### src/rtl/urbc_pkg.sv
// Shared constants and types for the rule bitmap classifier.
package urbc_pkg;

    localparam int RULE_COUNT    = 64;
    localparam int TABLE_ENTRIES = 256;
    localparam int CLASS_COUNT   = 3;

    localparam int BM_W       = 64;
    localparam int GROUP_SIZE = (TABLE_ENTRIES >= 16) ? 16 : 4;
    localparam int NUM_GROUPS = (TABLE_ENTRIES + GROUP_SIZE - 1) / GROUP_SIZE;
    localparam int GSEL_W     = $clog2(GROUP_SIZE);
    localparam int GRP_W      = (NUM_GROUPS > 1) ? $clog2(NUM_GROUPS) : 1;
    localparam int IDX_W      = GRP_W + GSEL_W;

    localparam logic [1:0] MODE_ADD    = 2'd0;
    localparam logic [1:0] MODE_DELETE = 2'd1;
    localparam logic [1:0] MODE_SEARCH = 2'd2;
    localparam logic [1:0] MODE_FIND   = 2'd3;

    localparam logic [1:0] ST_OK      = 2'd0;
    localparam logic [1:0] ST_INVALID = 2'd1;
    localparam logic [1:0] ST_ABSENT  = 2'd2;
    localparam logic [1:0] ST_FULL    = 2'd3;

    localparam logic CFG_WILDCARD_UID = 1'b0;
    localparam logic CFG_LEARN_MODE   = 1'b1;

    // write command broadcast along the cell row
    typedef struct packed {
        logic             we;
        logic [IDX_W-1:0] idx;
        logic             valid;
        logic [1:0]       cls;
        logic [31:0]      user;
        logic [BM_W-1:0]  bitmap;
    } t_cell_wr;

    // per-group reduction result
    typedef struct packed {
        logic              any_hit;
        logic [GSEL_W-1:0] hit_idx;
        logic [BM_W-1:0]   hit_bm;
        logic              any_free;
        logic [GSEL_W-1:0] free_idx;
    } t_grp_res;

endpackage

### src/rtl/urbc_group.sv
// Registered reduction over one group of cells: match select and lowest free slot.
module urbc_group (
    input  logic                      i_clk,
    input  logic [urbc_pkg::GROUP_SIZE-1:0] i_hit,
    input  logic [urbc_pkg::GROUP_SIZE-1:0] i_free,
    input  logic [urbc_pkg::BM_W-1:0] i_bitmap [urbc_pkg::GROUP_SIZE],
    output urbc_pkg::t_grp_res        o_res
);

    urbc_pkg::t_grp_res r_res;
    urbc_pkg::t_grp_res n_res;

    always_comb begin
        n_res          = '0;
        n_res.any_hit  = |i_hit;
        n_res.any_free = |i_free;
        // at most one cell matches, so an OR of the masked values selects it
        for (int j = 0; j < urbc_pkg::GROUP_SIZE; j++) begin
            if (i_hit[j]) begin
                n_res.hit_bm  = n_res.hit_bm | i_bitmap[j];
                n_res.hit_idx = n_res.hit_idx | urbc_pkg::GSEL_W'(j);
            end
        end
        for (int j = urbc_pkg::GROUP_SIZE - 1; j >= 0; j--) begin
            if (i_free[j]) begin
                n_res.free_idx = urbc_pkg::GSEL_W'(j);
            end
        end
    end

    always_ff @(posedge i_clk) begin
        r_res <= n_res;
    end

    assign o_res = r_res;

endmodule

### config.mk
export PLATFORM = sky130hd
export DESIGN_NAME = urbc_group
export DESIGN_NICKNAME = d
export VERILOG_FILES = /design/src/rtl/urbc_pkg.sv /design/src/rtl/urbc_group.sv
export SDC_FILE = /design/constraint.sdc
export NUM_CORES = 1
export LEC_CHECK = 0
export BUFFER_PORTS_ARGS = -buffer_cell sky130_fd_sc_hd__buf_4
export CORE_AREA = 2 2 440 442
export CTS_CLUSTER_DIAMETER = 50
export CTS_CLUSTER_SIZE = 20
export DETAILED_ROUTE_END_ITERATION = 8
export DIE_AREA = 0 0 442 444
export GPL_ROUTABILITY_DRIVEN = 0
export HOLD_SLACK_MARGIN = 0.05
export PLACE_DENSITY_LB_ADDON = 0.1
export RECOVER_POWER = 25
export SLEW_MARGIN = 0
export SYNTH_ARGS = -nofsm -noshare
export SYNTH_HDL_FRONTEND = slang
export SYNTH_SLANG_ARGS = --single-unit
### constraint.sdc
create_clock -name i_clk -period 1.8 [get_ports i_clk]
set_input_delay 0.54 -clock i_clk [delete_from_list [all_inputs] [get_ports i_clk]]
set_output_delay 0.54 -clock i_clk [all_outputs]
set_load 0.02 [all_outputs]
==> results.sh <==
export IMPL_multi_input_area_um2=5150
export IMPL_peakVddDrop_v=0.000471
export IMPL_wl_per_cell_um=33.5
export IMPL_grt_pass1_vias=16100
export IMPL_crit_path_end_kind="register"
export IMPL_wl_mm=155
export IMPL_relSlewSlack_pct=48.4
export IMPL_hold_class="in2reg"
export IMPL_fp_dieArea_um2=196000
export IMPL_largest_reg_flops=74
export IMPL_dp_hpwl_mm=135
export IMPL_drv_slew=0
export IMPL_seq_area_frac_synth_pct=20.5
export IMPL_fin_cells=4607
export IMPL_ff_latch_area_um2=1480
export IMPL_die_w_um=442
export IMPL_drt_initial_drc_count=1273
export IMPL_grt_max_degree=35
export IMPL_vias=15100
export IMPL_top_layer="met5"
export IMPL_initial_core_util_pct=3.77
export IMPL_violations="setup timing"
export IMPL_die_h_um=444
export IMPL_finalCriticalPeriod_ns=1.87
export IMPL_grt_pass1_wl_mm=191
export IMPL_setup_slack_ns=-0.0710
export IMPL_max_stage_delay_ns=0.62
export IMPL_critPathArrivalTime_ns=2.16
export IMPL_synthCells=809
export IMPL_setup_viol=1
export IMPL_layout_drive_gt1_share_pct=66.4
export IMPL_overflow=0
export IMPL_io_buffers=1130
export IMPL_synth_fp_nets=1866
export IMPL_clock_path_buffers=2
export IMPL_maxCapViolations=0
export IMPL_cp_cell_sequence="buf_4, buf_12, buf_4, a22o_1, a221oi_1, nand4_1"
export IMPL_clk_pin_slew_worst_paths_ns=0.10
export IMPL_cts_tree="done"
export IMPL_worstMarginPinSlew_ns=0.773
export IMPL_final_common_cell="buf_4"
export IMPL_hold_ws_ns=0.280
export IMPL_grt_total_usage_pct=15.1
export IMPL_synth_area_top_cells="a22o_1 (31%), a221oi_1 (31%), dfxtp_1 (20%)"
export IMPL_drt_pass1_iter_count=7
export IMPL_io_pins=1131
export IMPL_mostFrequentLayoutCells="buf_4 (1317), a22o_1 (256), a221oi_1 (249), dfxtp_1 (73), nand4_1 (66)"
export IMPL_worst_ep_required_time_ns=2.09
export IMPL_final_hold_viol_count=0
export IMPL_dp_cells=4582
export IMPL_synth_area_um2=7230
export IMPL_synth_top_area_cell="a22o_1"
export IMPL_cts_buffers=9
export IMPL_p_leak_nw=8.97
export IMPL_wl_met2_mm=78.5
export IMPL_antenna_found_initial=65
export IMPL_ant_nets=0
export IMPL_htree_levels=3
export IMPL_wl_met1_mm=63.2
export IMPL_core_area_um2=192000
export IMPL_rsz0062_at_grt="no"
export IMPL_cp_max_fo=11
export IMPL_synth_warnings=0
export IMPL_clockRootBuffer="clkbuf_16"
export IMPL_fillerInstances=22400
export IMPL_post_route_period_util_pct=104
export IMPL_via_per_inst=3.28
export IMPL_drcViolationCount=0
export IMPL_syn_area_per_cell_um2=8.94
export IMPL_status="complete, but fails checks"
export IMPL_slowest_stage="a221oi_1"
export IMPL_path_class="in2reg"
export IMPL_fmax_ghz=0.534
export IMPL_wl_met3_mm=10.5
export IMPL_post_cts_buffers=0
export IMPL_synth_cell_types=24
export IMPL_hold_buffers=0
export IMPL_yosysTopAreaCellShare_pct=31.0
export IMPL_area_delta_synth_final_pct=187
export IMPL_nets=3124
export IMPL_synth_seq_cells=74
export IMPL_cts_sink_count=74
export IMPL_fp_row_count=161
export IMPL_p_per_area_nw_per_um2=440
export IMPL_cp_start_kind="input port"
export IMPL_crit_path_frequent_cell="buf_4"
-- metrics by stage --
stage	cell area (µm²)	TNS, ns	utilization [%]	power [mW]	setup WS, ns
5_1_grt	20700	0	10.8	9.61	0.00947
2_1_floorplan	7230	0	-	2.87	0.351
3_5_place_dp	20400	-16.55	10.7	6.53	-0.808
6_report	20800	-0.0710	10.8	9.14	-0.0710
3_3_place_gp	20400	-16.78	10.7	6.56	-0.828
4_1_cts	20800	0	10.9	9.50	0.00133
-- path summary, 6_finish.rpt --
check                    startpoint  slack, ns  cells past startpoint           endpoint
worst max-delay path       i_hit[1]      -0.07                      6  o_res[41]$_DFF_P_
worst min-delay path  i_bitmap[253]       0.28                      3  o_res[66]$_DFF_P_
-- critical path, delay by kind of cell --
| kind | cells | cell delay [ns] |
|---|---|---|
| compound gates | 2 | 0.84 |
| buf+inv | 3 | 0.54 |
| simple gates | 1 | 0.18 |
-- cells in the mapped netlist, drive strengths merged --
cell type,instances
clkbuf,35
o21ai,2
nor3,1
nand2,9
a21oi,4
a31oi,1
a22o,256
nor2,9
nand4,66
o22a,1
nand3,1
o31ai,2
o31a,1
nor3b,1
inv,4
dfxtp,74
a221oi,256
buf,77
nor4,9
-- where the power goes --
part           total, mW  leakage, nW  internal, mW  switching [mW]
combinational       4.75         8.20          2.53            2.22
sequential          1.67        0.600          1.66          0.0146
clock               2.72        0.169          1.44            1.28
-- what timing repair did --
item                                    in CTS  in global routing
pin swaps                                    0                  0
endpoints found under the setup margin       4                  2
resized for setup                            5                  2
hold endpoints to repair                     0                  0
-- metal layers --
metal,GRT usage [%],up-vias
met4,2.15,34
met2,27.2,877
met3,4.23,143
li1,-,6306
met5,0,-
met1,18.1,7728
-- kinds of logic after synthesis --
family	count (synthesis)	synth area share [%]
AO/OA/AOI/OAI	523	63.2
buffers and inverters	116	8.60
AND/OR/NAND/NOR	96	7.75
flip-flops	74	20.5
-- cell type report --
type,instances,area share [%]
sequential,74,7.14
clock inverter,4,0.470
inverter,4,0.0723
multi-input combinational,619,24.8
timing repair buffer,1359,50.9
tap,2526,15.2
clock buffer,12,1.24
antenna,9,0.109
(Power assumes the default switching activity.)
