## config.mk

```make
export PLATFORM = sky130hd
export DESIGN_NAME = urbc_cell
export DESIGN_NICKNAME = d
export VERILOG_FILES = /design/src/rtl/urbc_pkg.sv /design/src/rtl/urbc_cell.sv
export SDC_FILE = /design/constraint.sdc
export NUM_CORES = 1
export LEC_CHECK = 0
export CAP_MARGIN = 25
export CORE_UTILIZATION = 40
export DETAILED_ROUTE_END_ITERATION = 10
export DONT_BUFFER_PORTS = 1
export SYNTH_ARGS = -nofsm -noshare
export SYNTH_HDL_FRONTEND = slang
export SYNTH_SLANG_ARGS = --single-unit
```

## constraint.sdc

```tcl
create_clock -name i_clk -period 7.2 [get_ports i_clk]
set_input_delay 0.72 -clock i_clk [delete_from_list [all_inputs] [get_ports i_clk]]
set_output_delay 0.72 -clock i_clk [all_outputs]
set_load 0.005 [all_outputs]
```

## src/rtl/urbc_pkg.sv

```systemverilog
// Shared constants and types for the rule bitmap classifier.
package urbc_pkg;

    localparam int RULE_COUNT    = 64;
    localparam int TABLE_ENTRIES = 256;
    localparam int CLASS_COUNT   = 3;

    localparam int BM_W       = 64;
    localparam int GROUP_SIZE = (TABLE_ENTRIES >= 16) ? 16 : 4;
    localparam int NUM_GROUPS = (TABLE_ENTRIES + GROUP_SIZE - 1) / GROUP_SIZE;
    localparam int GSEL_W     = $clog2(GROUP_SIZE);
    localparam int GRP_W      = (NUM_GROUPS > 1) ? $clog2(NUM_GROUPS) : 1;
    localparam int IDX_W      = GRP_W + GSEL_W;

    localparam logic [1:0] MODE_ADD    = 2'd0;
    localparam logic [1:0] MODE_DELETE = 2'd1;
    localparam logic [1:0] MODE_SEARCH = 2'd2;
    localparam logic [1:0] MODE_FIND   = 2'd3;

    localparam logic [1:0] ST_OK      = 2'd0;
    localparam logic [1:0] ST_INVALID = 2'd1;
    localparam logic [1:0] ST_ABSENT  = 2'd2;
    localparam logic [1:0] ST_FULL    = 2'd3;

    localparam logic CFG_WILDCARD_UID = 1'b0;
    localparam logic CFG_LEARN_MODE   = 1'b1;

    // write command broadcast along the cell row
    typedef struct packed {
        logic             we;
        logic [IDX_W-1:0] idx;
        logic             valid;
        logic [1:0]       cls;
        logic [31:0]      user;
        logic [BM_W-1:0]  bitmap;
    } t_cell_wr;

    // per-group reduction result
    typedef struct packed {
        logic              any_hit;
        logic [GSEL_W-1:0] hit_idx;
        logic [BM_W-1:0]   hit_bm;
        logic              any_free;
        logic [GSEL_W-1:0] free_idx;
    } t_grp_res;

endpackage

```

## src/rtl/urbc_cell.sv

```systemverilog
// One table entry: stored key and bitmap, registered match and free flags.
module urbc_cell (
    input  logic                     i_clk,
    input  logic                     i_rst_n,
    input  logic [urbc_pkg::IDX_W-1:0] i_own_idx,
    input  logic [1:0]               i_key_cls,
    input  logic [31:0]              i_key_user,
    input  urbc_pkg::t_cell_wr       i_wr,
    output logic                     o_hit,
    output logic                     o_free,
    output logic [urbc_pkg::BM_W-1:0] o_bitmap
);

    logic                      r_valid;
    logic [1:0]                r_cls;
    logic [31:0]               r_user;
    logic [urbc_pkg::BM_W-1:0] r_bitmap;
    logic                      r_hit;
    logic                      r_free;
    logic                      n_hit;

    assign n_hit = r_valid && (r_cls == i_key_cls) && (r_user == i_key_user);

    always_ff @(posedge i_clk) begin
        if (!i_rst_n) begin
            r_valid <= 1'b0;
            r_hit   <= 1'b0;
            r_free  <= 1'b0;
        end else begin
            r_hit  <= n_hit;
            r_free <= !r_valid;
            if (i_wr.we && (i_wr.idx == i_own_idx)) begin
                r_valid <= i_wr.valid;
            end
        end
    end

    always_ff @(posedge i_clk) begin
        if (i_wr.we && (i_wr.idx == i_own_idx)) begin
            r_cls    <= i_wr.cls;
            r_user   <= i_wr.user;
            r_bitmap <= i_wr.bitmap;
        end
    end

    assign o_hit    = r_hit;
    assign o_free   = r_free;
    assign o_bitmap = r_bitmap;

endmodule

```

==> results.txt, run 1 <==
Across every metal layer, demand over resource in global routing totals between 10 and 15%. The via count of the first global-routing pass is 1,499. For this design, the sink count on the clock tree is 101.

The floorplan step set the die width to between 90 and 100 µm. On the critical path, the stage with the largest delay is an instance of buf_4. The total overflow reported by the global router is 0. The number of slew-limit violations in the final report came to 0. The routed layout has around 1,500 vias. Summed over all cells, the static leakage comes to 1.19 nW. In this run the post-CTS setup repair buffer count came out at 0. Synthesis produced a netlist whose cell count is 163. The post-synthesis sequential element count is slightly above 100.

The final antenna diode count came out at 0. The number of clock buffers inserted by TritonCTS came out at 9. TritonCTS built the clock tree. Measured along the y axis, the die boundary spans 95.5 µm.

The sequential share of the synthesized area is 85.9%. Once placement completed, the tool counted placed cells totaling 270. The first detailed-routing pass ran for 4 iterations. The fraction of final layout cells sized beyond drive strength 1 came out at 10.5%. The number of violations reported at the end of detailed-routing iteration 0 is 39. The worst slew margin relative to its limit came out at 58.7%. Derived from the worst setup path, the maximum achievable clock frequency is 558 MHz. The final layout contains between 300 and 400 nets. The final-layout setup total negative slack came out at 0 ns. Among cell families on the critical path, the largest total delay comes from buffers and inverters. Input and output buffers added on the ports amount to 0. The clock period could shrink to 1.79 ns. The net count after synthesis is ~320. The max-cap check violation count is 0.

The final estimated routing congestion in global placement came out at 0.706. The H-tree depth reported by CTS came out at 3. The floorplan step defined a core boundary enclosing around 8300 µm². The number of setup violations in the final report is 0. For the worst setup path, the data arrival time is about 1.8 ns. Buffers inserted to repair hold after CTS numbered 0.

The pin count of the biggest net entering global routing is 52. The worst setup path is captured at a flip-flop. The worst-case IR drop observed on VDD is 103 µV.

The post-detailed-routing wire length came out at 7040 µm. In this run the clock root is driven by a clkbuf_8. After detailed placement, the total cell area comes to about 3600 µm². The tightest min-delay check is of the reg -> reg type.

The final hold violation count came out at 0. The effective utilization at floorplan is 41.9%. Summing all multi-input logic gate instances after layout gives 500 µm².

The number of remaining DRC errors is 0. The half-perimeter wire length after placement is 5690 µm. The largest fanout of any net on the critical path came out at 51. The number of top-level pins came out at 218. The number of non-filler instances in the completed layout is 286. The detail-routed net length per standard cell came out at roughly 25 µm. The number of fill cells in the layout is 721. The CTS clock-pin slew for the worst setup and hold paths came out at 0.09 ns.

Power spread over the standard cell area amounts to 258 nW/µm². The core utilization of the finished layout came out at 45.9%. Row generation in the floorplan step produced 33 rows. Setup repair after global routing left no endpoint under its margin.

The classification of the worst setup path is in -> reg. The total of warnings raised by yosys is 0. The combined area of all synthesized cells came out at 3500 µm².

The transition time at the pin with the least slew margin came out at 0.620 ns. The final period utilization came out at 24.9%. The signal on the critical path passes through xnor2_1 -> nand4_1 -> nor3_4 -> buf_4.

The required arrival time at the worst endpoint is 7.19 ns. The die area is 9120 µm². The delay of the slowest cell on the worst path came out at 0.54 ns. The buffer depth of the longest clock path is 2.

STA classifies the critical path startpoint as an input port. Clock latency on the worst-skew pair, taken at its later pin, is roughly 0.35 ns. The count of cell types in the netlist is 11. The number of buffers and inverters on the critical path is 1.

The pre-CTS setup slack came out at between 5 and 6 ns. The register area is 3000 µm². The number of resized instances in the post-cts repair step is 0.

The wire length of the first global-routing pass is 9060 µm. The post-route worst setup slack is 5.41 ns. The area growth from synthesis to final layout came out at 9.55%. The setup skew after layout is approximately 0.0038 ns. Dividing the detail-routed via count by the number of cells gives 5.07. The area of all placed cells without fillers is around 3800 µm². The remaining antenna violation count after routing is 0. Each instance of the synthesized netlist takes up on average 21.5 µm². The flow ran to the end, and the final reports show no timing, DRC or antenna violations. The initial antenna violation count came to 0.
==> synthesized netlist by cell type <==
| cell type | number | area, µm² |
|---|---|---|
| nand3_1 | 2 | 10.0 |
| nand2_1 | 3 | 11.3 |
| xnor2_1 | 11 | 96.3 |
| nor3_2 | 2 | 20.0 |
| mux2i_1 | 1 | 10.0 |
| nor2b_1 | 1 | 6.26 |
| xor2_1 | 31 | 272 |
| edfxtp_1 | 98 | 2940 |
| nor4_1 | 8 | 50.1 |
| dfxtp_1 | 3 | 60.1 |
| nand4_1 | 3 | 18.8 |
==> path summary, 6_finish.rpt <==
path / start / to / slack (ns) / depth (start not counted)
setup / recovery: i_own_idx[3] / o_bitmap[18] / 5.41 / 4
hold / removal: r_valid / o_free / 0.44 / 1
setup reg to reg: r_user[18] / o_hit / 5.90 / 4
hold reg to reg: r_valid / o_free / 0.44 / 1
==> layout make-up <==
cell class / instances / share of cell area [%]
Tap cell: 105 / 3.43
Clock inverter: 6 / 1.40
Timing Repair Buffer: 2 / 0.392
Sequential cell: 101 / 78.4
Multi-Input combinational cell: 62 / 13.1
Clock buffer: 10 / 3.33
==> stage by stage <==
stage / hold slack (ns) / total power, mW
3_3_place_gp: 0.401 / 0.675
2_1_floorplan: 0.392 / 0.674
6_report: 0.440 / 0.988
5_1_grt: 0.418 / 1.03
3_5_place_dp: 0.425 / 0.676
4_1_cts: 0.428 / 1.00
==> cells by family after synthesis <==
logic type	count (synthesis)	share of synthesized area, %
XOR/XNOR	42	10.5
flip-flops	101	85.9
multiplexers	1	0.286
AND/OR/NAND/NOR	19	3.33
==> power by group <==
| part | switching (mW) | internal (mW) |
|---|---|---|
| combinational | 0.00627 | 0.00895 |
| sequential | 0.00128 | 0.646 |
| clock | 0.193 | 0.133 |
==> sequential cells by signal, summed over array words and instances (netlist names) <==
name      flops
r_user       32
o_hit         1
o_free        1
r_valid       1
r_cls         2
o_bitmap     64
==> metal layers <==
| metal | track usage [%] | routed length (µm) | vias up |
|---|---|---|---|
| li1 | - | - | 645 |
| met1 | 13.7 | 2170 | 667 |
| met2 | 27.7 | 3930 | 131 |
| met3 | 6.70 | 877 | 7 |
| met4 | 7.09 | 61 | 0 |
| met5 | 0 | 0 | - |
==> layout by cell type, fill, tap and decap left out <==
cell type   synthesis  routed
clkbuf_8            0       9
edfxtp_1           98      98
mux2i_1             1       1
dfxtp_1             3       3
nor3_2              2       1
nand4_1             3       3
nand3_1             2       2
buf_4               0       2
clkbuf_1            0       1
nor2b_1             1       1
xor2_1             31      31
clkinvlp_4          0       1
nand2_1             3       3
nor3_4              0       1
inv_6               0       3
nor4_1              8       8
clkinv_4            0       1
inv_8               0       1
xnor2_1            11      11
Note: power is estimated with default switching activity, not from simulation.
==> run 2, diff against run 1 <==
==> constraint.sdc (replaced) <==
create_clock -name i_clk -period 1.8 [get_ports i_clk]
set_input_delay 0.18 -clock i_clk [delete_from_list [all_inputs] [get_ports i_clk]]
set_output_delay 0.18 -clock i_clk [all_outputs]
set_load 0.005 [all_outputs]
==> run 2 against run 1 <==
First-iteration DRC count is 28% lower. Wire length is 7.1% higher. Total power grew to 4.2 times the previous value. Critical path depth stayed put. Core utilization is 13 points higher. Sequential share of layout area is 17 points lower. Final area is 28% higher. Sequential power grew to 4.0 times the previous value. Final cell count is 36% higher. Non-clock buffer count is 100 higher. Clock power grew to 4.2 times the previous value. Critical endpoint is now o_hit. Largest power group unchanged. Highest routed layer unchanged.
==> results.txt, run 2 (synthesis results as in run 1) <==
The number of flip-flops under the largest register name is 64. In this run the worst path has a maximum fanout of 1. In this run, placement finished with an instance count of 270. The die covers 9120 µm². The number of top-level pins came out at 218. The root buffer cell chosen for the clock tree is clkbuf_8. The number of buffers added on ports came out at 0. After floorplanning, the core was divided into 33 placement rows. The floorplan die width came out at between 90 and 100 µm. Setup repair after global routing left no endpoint under its margin. Of the cells placed in the final design, the portion with a size suffix greater than 1 is under 10%. The via count of the first global-routing pass came out at between 1,500 and 2,000. The library cell used most frequently in the layout, excluding fill and tap cells, is dlygate4sd3_1. The core utilization of the finished layout came out at ~60%.

The total overflow left after global routing is 0. The TritonCTS clock tree is done. The pin count of the biggest net entering global routing is slightly below 60. The global-route total usage across every layer is 16.1%. In this run the standard cell core region covers 8340 µm². The placed instances occupy a cell area of 3700 µm².

The number of remaining DRC errors is 0. The buffer depth of the longest clock path is 2. The number of slew-limit violations in the final report was 0. The worst slew margin relative to its limit came out at approximately four fifths. The area growth from synthesis to layout is 40.0%. The depth of the worst hold-timing path is 3. Setup violations remaining at the end of the flow were counted as 0. The first detailed-routing pass took 4 iterations.

The remaining antenna violation count after routing is 0. The initial antenna violation count is 2. The post-detailed-routing wire length came out at roughly 7500 µm. The post-route worst hold slack came out at ~0.046 ns. For this run, the post-layout net count is 428. The run finished with clean final reports. The smallest clock period supported by the final layout is computed as roughly 1.3 ns. The number of vias per cell after detailed routing came out at 4.83.

At the worst endpoint, the required time is 2.09 ns. The detail-routed net length per standard cell is 19.4 µm. Once the floorplan was initialized, standard cells occupied between 40% and 50% of the core.

The classification of the worst setup path is reg -> reg. The height of the die came out at 95.5 µm. The category of the worst setup path capture point is a flip-flop. STA classifies the critical path startpoint as a flip-flop. The final-layout setup total negative slack is 0 ns. The CTS clock-pin slew for the worst setup and hold paths is approximately 0.10 ns.

The half-perimeter wire length after placement is 5190 µm. The transition time at the pin with the least slew margin is 0.322 ns. The classification of the worst-slack hold path is in -> reg.

The H-tree depth reported by CTS came out at 3. The later-pin clock latency in the skew report came out at approximately 0.36 ns. The area of all placed cells without fillers is 4900 µm².

The worst reg2reg path depth came out at 4. The max-cap check violation count came out at 0. The number of setup buffers added after CTS came out at 0.

The maximum clock frequency is 753 MHz. The power density over cell area came out at 854 nW/µm². The final period utilization is between 70% and 80%.

The wire length of the first global-routing pass is 10,100 µm. The clock net in this run drives a total of 101 sinks. The top cell types in the final layout, fill and taps aside, are 100 x dlygate4sd3_1, 98 x edfxtp_1, 31 x xor2_1. The final estimated routing congestion in global placement is 0.632.

The worst ir drop on vdd came out at ~430 µV. The setup skew after layout is 0.0143 ns. The number of clock buffers inserted by TritonCTS came out at 9. The leakage dissipation is 1.63 nW. The routed via count came out at 1,873. The number of violations reported at the end of detailed-routing iteration 0 is 28.

The finished layout holds a little under 400 standard cells, fillers aside. The final hold violation count came to 0. The data arrival at the endpoint of the critical path is 1.61 ns.
## run 2: changes by cell type in the layout (fill, tap and decap cells not counted), sizes merged
cell	delta
diode	+2
inv	-1
dlygate4sd3	+100
clkinv	+2
clkbuf	-1
## run 2: critical path, cell delays in order (launching register included)
cell      delay [ns]
edfxtp_1        0.42
xor2_1          0.16
nor4_1          0.35
nand4_1         0.19
nor3_2          0.13
## run 2: final timing paths
| check | slack (ns) | end | start |
|---|---|---|---|
| setup / recovery | 0.47 | o_hit | r_user[20] |
| hold / removal | 0.05 | o_hit | i_key_user[12] |
| setup reg to reg | 0.47 | o_hit | r_user[20] |
| hold reg to reg | 0.42 | o_free | r_valid |
## run 2: area by class of cell
cell class | instances | area (µm²)
antenna | 2 | 5.00
clock buffer | 9 | 124
clock inverter | 7 | 70.1
fill | 642 | 3440
multi-input combinational | 62 | 523
sequential | 101 | 3000
tap | 105 | 131
timing repair buffer | 102 | 1040
## run 2: repair_timing
action	CTS	global route
endpoints found under the setup margin	0	0
gates resized for setup	0	0
endpoints found under the hold margin	100	0
hold buffers	100	0
## run 2: metal layers
metal | up-vias | share of wire (%) | GRT usage, %
li1 | 850 | - | -
met1 | 864 | 30 | 14.3
met2 | 139 | 54 | 28.8
met3 | 20 | 13 | 8.53
met4 | 0 | 3.0 | 9.20
met5 | - | 0 | 0
## run 2: per-stage QoR
step                      power (mW)  setup slack [ns]
after floorplan                 2.70             -1.49
final                           4.18             0.473
after global routing            4.34             0.375
after global placement          2.71             0.401
after CTS                       4.22             0.463
after detailed placement        2.71             0.364
## run 2: report_power, final
group	internal, mW	switching, mW
logic	0.185	0.0629
registers	2.58	0.00516
clock network	0.538	0.807
==> run 3, diff against run 2 <==
==> constraint.sdc (replaced) <==
create_clock -name i_clk -period 1.3 [get_ports i_clk]
set_input_delay 0.13 -clock i_clk [delete_from_list [all_inputs] [get_ports i_clk]]
set_output_delay 0.13 -clock i_clk [all_outputs]
set_load 0.005 [all_outputs]
==> run 3 against run 2 <==
Synthesized area is the same. The run now fails in clock tree synthesis. Synthesized cell count stayed put.
==> results.txt, run 3 <==
The combined area of all synthesized cells came out at 3500 µm². It got as far as clock tree synthesis and failed there. Counting every net in the synthesized netlist gives 315. edfxtp_1 is the most common cell in the netlist. The height of the die is around 96 µm. Of all cell types, the one taking the most synthesized area is edfxtp_1.

By area the synthesized netlist is led by edfxtp_1 84%, xor2_1 7.8%, xnor2_1 2.8%. The buffer depth of the longest clock path came out at 2. After floorplanning, the core was divided into 33 placement rows. In this run, CTS created clock tree buffers numbering 9. The number of buffers added on ports is 0. In this run the count of I/O pins placed on the die edge is between 200 and 250. The sequential share of the synthesized area is ~86%. The number of setup buffers added after CTS came out at 0. The pre-CTS setup slack is -0.0857 ns.

Gates resized during post-CTS repair numbered 1. The flow did not finish. The final estimated routing congestion in global placement came out at roughly 0.63.

The post-synthesis async set-or-reset flop share is 0%. The Yosys step of the flow raised 0 warnings. The wire-length estimate of the detail-placed layout is just over 5000 µm. The synthesized design devotes to its leading area cell type between 80% and 90% of total area. The H-tree depth reported by CTS is 3. The clock root buffer is clkbuf_8. Buffers inserted to repair hold after CTS numbered 101. The post-synthesis sequential element count is 101. In this run the mean area of a mapped cell was ~21 µm². The tree built by TritonCTS fans out to 101 sinks.

The first error in the log reads "[ERROR RSZ-0060] Max buffer count reached". Counting flops with a built-in enable in the synthesized netlist gives 98. The count of cell types in the netlist came out at 11.

The floorplan die width came out at 95.5 µm. Once the floorplan was initialized, standard cells occupied around two fifths of the core. Ranked by instance count, the synthesized netlist is headed by 98 x edfxtp_1, 31 x xor2_1, 11 x xnor2_1, 8 x nor4_1. The cell count after synthesis is 163.

Among all flip-flop cells after synthesis, the most frequent one is edfxtp_1.
-- run 3: cell counts after synthesis --
Identical to the previous run, type by type.
-- run 3: kinds of logic after synthesis --
kind of cell	count (synthesis)	share of synthesized area (%)
simple gates	19	3.33
xor+xnor	42	10.5
flops	101	85.9
mux	1	0.286
-- run 3: per-stage QoR --
step | instance area [µm²] | hold slack (ns) | std cells
after floorplan | 3530 | 0.229 | 163
after global placement | 3740 | 0.229 | 273
after detailed placement | 3740 | 0.229 | 273
==> run 4, diff against run 3 <==
--- a/config.mk
+++ b/config.mk
@@ -6,9 +6,10 @@
 export NUM_CORES = 1
 export LEC_CHECK = 0
 export CAP_MARGIN = 25
-export CORE_UTILIZATION = 40
+export CORE_UTILIZATION = 25
 export DETAILED_ROUTE_END_ITERATION = 10
 export DONT_BUFFER_PORTS = 1
+export PLACE_DENSITY_LB_ADDON = 0.15
 export SYNTH_ARGS = -nofsm -noshare
 export SYNTH_HDL_FRONTEND = slang
 export SYNTH_SLANG_ARGS = --single-unit
==> run 4 against run 3 <==
The flow now finishes, with violations (negative setup slack).
==> results.txt, run 4 (synthesis results as in run 1) <==
The number of violations reported at the end of detailed-routing iteration 0 is 91. The final hold violation count is 0. The startpoint identified for the worst hold timing path is i_key_user[12]. The maximum clock frequency came out at 768 MHz. The number of standard-cell rows in the floorplan is 42. In this run the tightest slew margin relative to its limit is just under 80%. The effective utilization at floorplan is around a quarter. After layout, the design draws a total of ~6.7 mW.

The most common library cell in the layout ignoring fill and taps is dlygate4sd3_1. Power spread over the standard cell area amounts to 1310 nW/µm². The number of flip-flops under the largest register name is between 60 and 70. The core utilization of the finished layout is between 30% and 40%. The area of the core is between 10,000 and 15,000 µm². The total overflow reported by the global router came out at 0.

The detail-routed net length per standard cell is 16.6 µm. The first global-routing pass estimated 11,200 µm of wire. The height of the die came out at roughly 120 µm. The area growth from synthesis to final layout came out at 46.9%. The register area came out at between 3000 and 4000 µm².

For the pin with the worst max-slew slack, the measured transition is 0.336 ns. Setup violations remaining at the end of the flow were counted as 1. The clock sink total is 101. The final period utilization came out at 100%. The floorplan step defined a die boundary enclosing 14,500 µm². The number of top-level pins is 218. TritonCTS created 9 clock buffers. The pin count of the biggest net entering global routing came out at 63. The global-route total usage across every layer is approximately 11%. The path class of the tightest hold or removal check is in -> reg. The number of nets in the finished design came out at 429. The combined area of the multi-input logic cells came out at 548 µm². The worst setup path is captured at a flip-flop. The number of vias per cell after detailed routing came out at between 4 and 5. The via count of the first global-routing pass came to 2,137. The final reports fail on negative setup slack. The number of buffers added on ports came out at 0.

The data arrival at the endpoint of the critical path is between 1.5 and 2 ns. The timing startpoint of the critical path is r_user[3]. The number of fill cells in the layout came out at 1,280. The number of slew-limit violations in the final report came to 0.

The post-detailed-routing wire length is 7580 µm. The required arrival time at the worst endpoint came out at 1.56 ns. The largest fanout of any net on the critical path came out at 1. The remaining antenna violation count after routing came out at 0. The run finished, with violations left. Once detailed placement completed, the half-perimeter wirelength came to 5440 µm.

Setup repair after global routing could not meet its margin everywhere. The shortest clock period the worst path allows after layout is 1.30 ns. The initial antenna violation count is 0.

Once placement completed, the tool counted placed cells totaling 342. TritonCTS built the clock tree. The endpoint identified for the worst register-to-register timing path is o_hit. In this run the worst setup path terminates at o_hit. The final estimated routing congestion in global placement is 0.836. The floorplan die width came out at between 100 and 150 µm.

After clock tree synthesis, the clock-pin slew on the worst setup and hold paths is 0.06 ns. Once routing completed, OpenROAD measured the worst setup slack at -0.00144 ns. The number of antenna diodes in the final layout is 0. STA classifies the critical path startpoint as a flip-flop. The clock root buffer is clkbuf_16. The buffer depth of the longest clock path came out at 2.

The number of remaining DRC errors came out at 0. The H-tree depth reported by CTS came out at 3. Between clock sinks in the finished design, the worst skew comes to 0.0111 ns. The analysis attributes to cell leakage a power of roughly 1.7 nW. The later-pin clock latency in the skew report is 0.35 ns. The top cell types in the final layout, fill and taps aside, are 100 x dlygate4sd3_1, 98 x edfxtp_1, 31 x xor2_1. The count of cells in the finished layout, fillers not included, comes to 458. The number of iterations in the first detailed-routing pass came out at 3. For the worst flop-to-flop path, the logic depth is 4.

The worst ir drop on vdd came out at 517 µV. In this run the critical register-to-register path is launched from r_user[3]. Detailed routing inserted a total of between 1,500 and 2,000 vias. The critical path in this run is classified as reg -> reg. The fraction of final layout cells sized beyond drive strength 1 came out at 9.93%. The worst reg-to-reg setup slack came out at -0.001 ns. After clock tree synthesis, the setup repair step added 0 buffers. The max-cap check violation count came out at 0.
==> run 4: power by group <==
| group | total, mW | switching, mW | leakage (nW) | internal, mW |
|---|---|---|---|---|
| combinational | 0.342 | 0.0850 | 0.640 | 0.257 |
| clock | 2.78 | 1.24 | 0.149 | 1.54 |
| sequential | 3.58 | 0.00721 | 0.905 | 3.58 |
==> run 4: layout make-up <==
type                    count  area share (%)
multi-input cells          62            10.7
well taps                 176            4.29
flip-flops and latches    101            58.5
clock buffers               9            4.38
clock inverters             7            1.80
repair buffers            103            20.4
==> run 4: timing repair <==
item | in CTS | in global routing
hold buffers | 100 | 0
pin swaps | 4 | 2
gates resized for setup | 2 | 2
hold endpoints to repair | 100 | 0
endpoints found under the setup margin | 1 | 1
==> run 4: how the worst min path moves through the flow <==
stage	to	depth (start not counted)
after floorplan	o_bitmap[0]	0
after global placement	o_bitmap[46]	0
after detailed placement	o_bitmap[34]	0
after CTS	o_hit	3
after global routing	o_hit	3
final	o_hit	3
==> run 4: critical path: stages, from the launching register on <==
cell,delay (ns)
edfxtp_1,0.39
xor2_1,0.16
nor4_2,0.30
nand4_1,0.18
nor3_2,0.19
==> run 4: metal layers <==
layer | track usage (%) | vias to the layer above | share of wire (%)
met2 | 17.9 | 144 | 51
met1 | 10.6 | 875 | 33
li1 | - | 850 | -
met4 | 7.48 | 0 | 3.0
met3 | 5.85 | 16 | 13
met5 | 0 | - | 0
==> run 4: through the flow <==
| stage | hold WS [ns] | cell area [µm²] | setup TNS, ns | setup slack (ns) |
|---|---|---|---|---|
| final | 0.0201 | 5140 | -0.00144 | -0.00144 |
| after global routing | 0.0486 | 5140 | -0.125 | -0.125 |
| after CTS | 0.00786 | 5120 | -0.0544 | -0.0544 |
| after detailed placement | 0.229 | 3790 | -10.24 | -0.152 |
| after global placement | 0.229 | 3790 | -6.61 | -0.109 |
| after floorplan | 0.229 | 3530 | -192.21 | -1.94 |
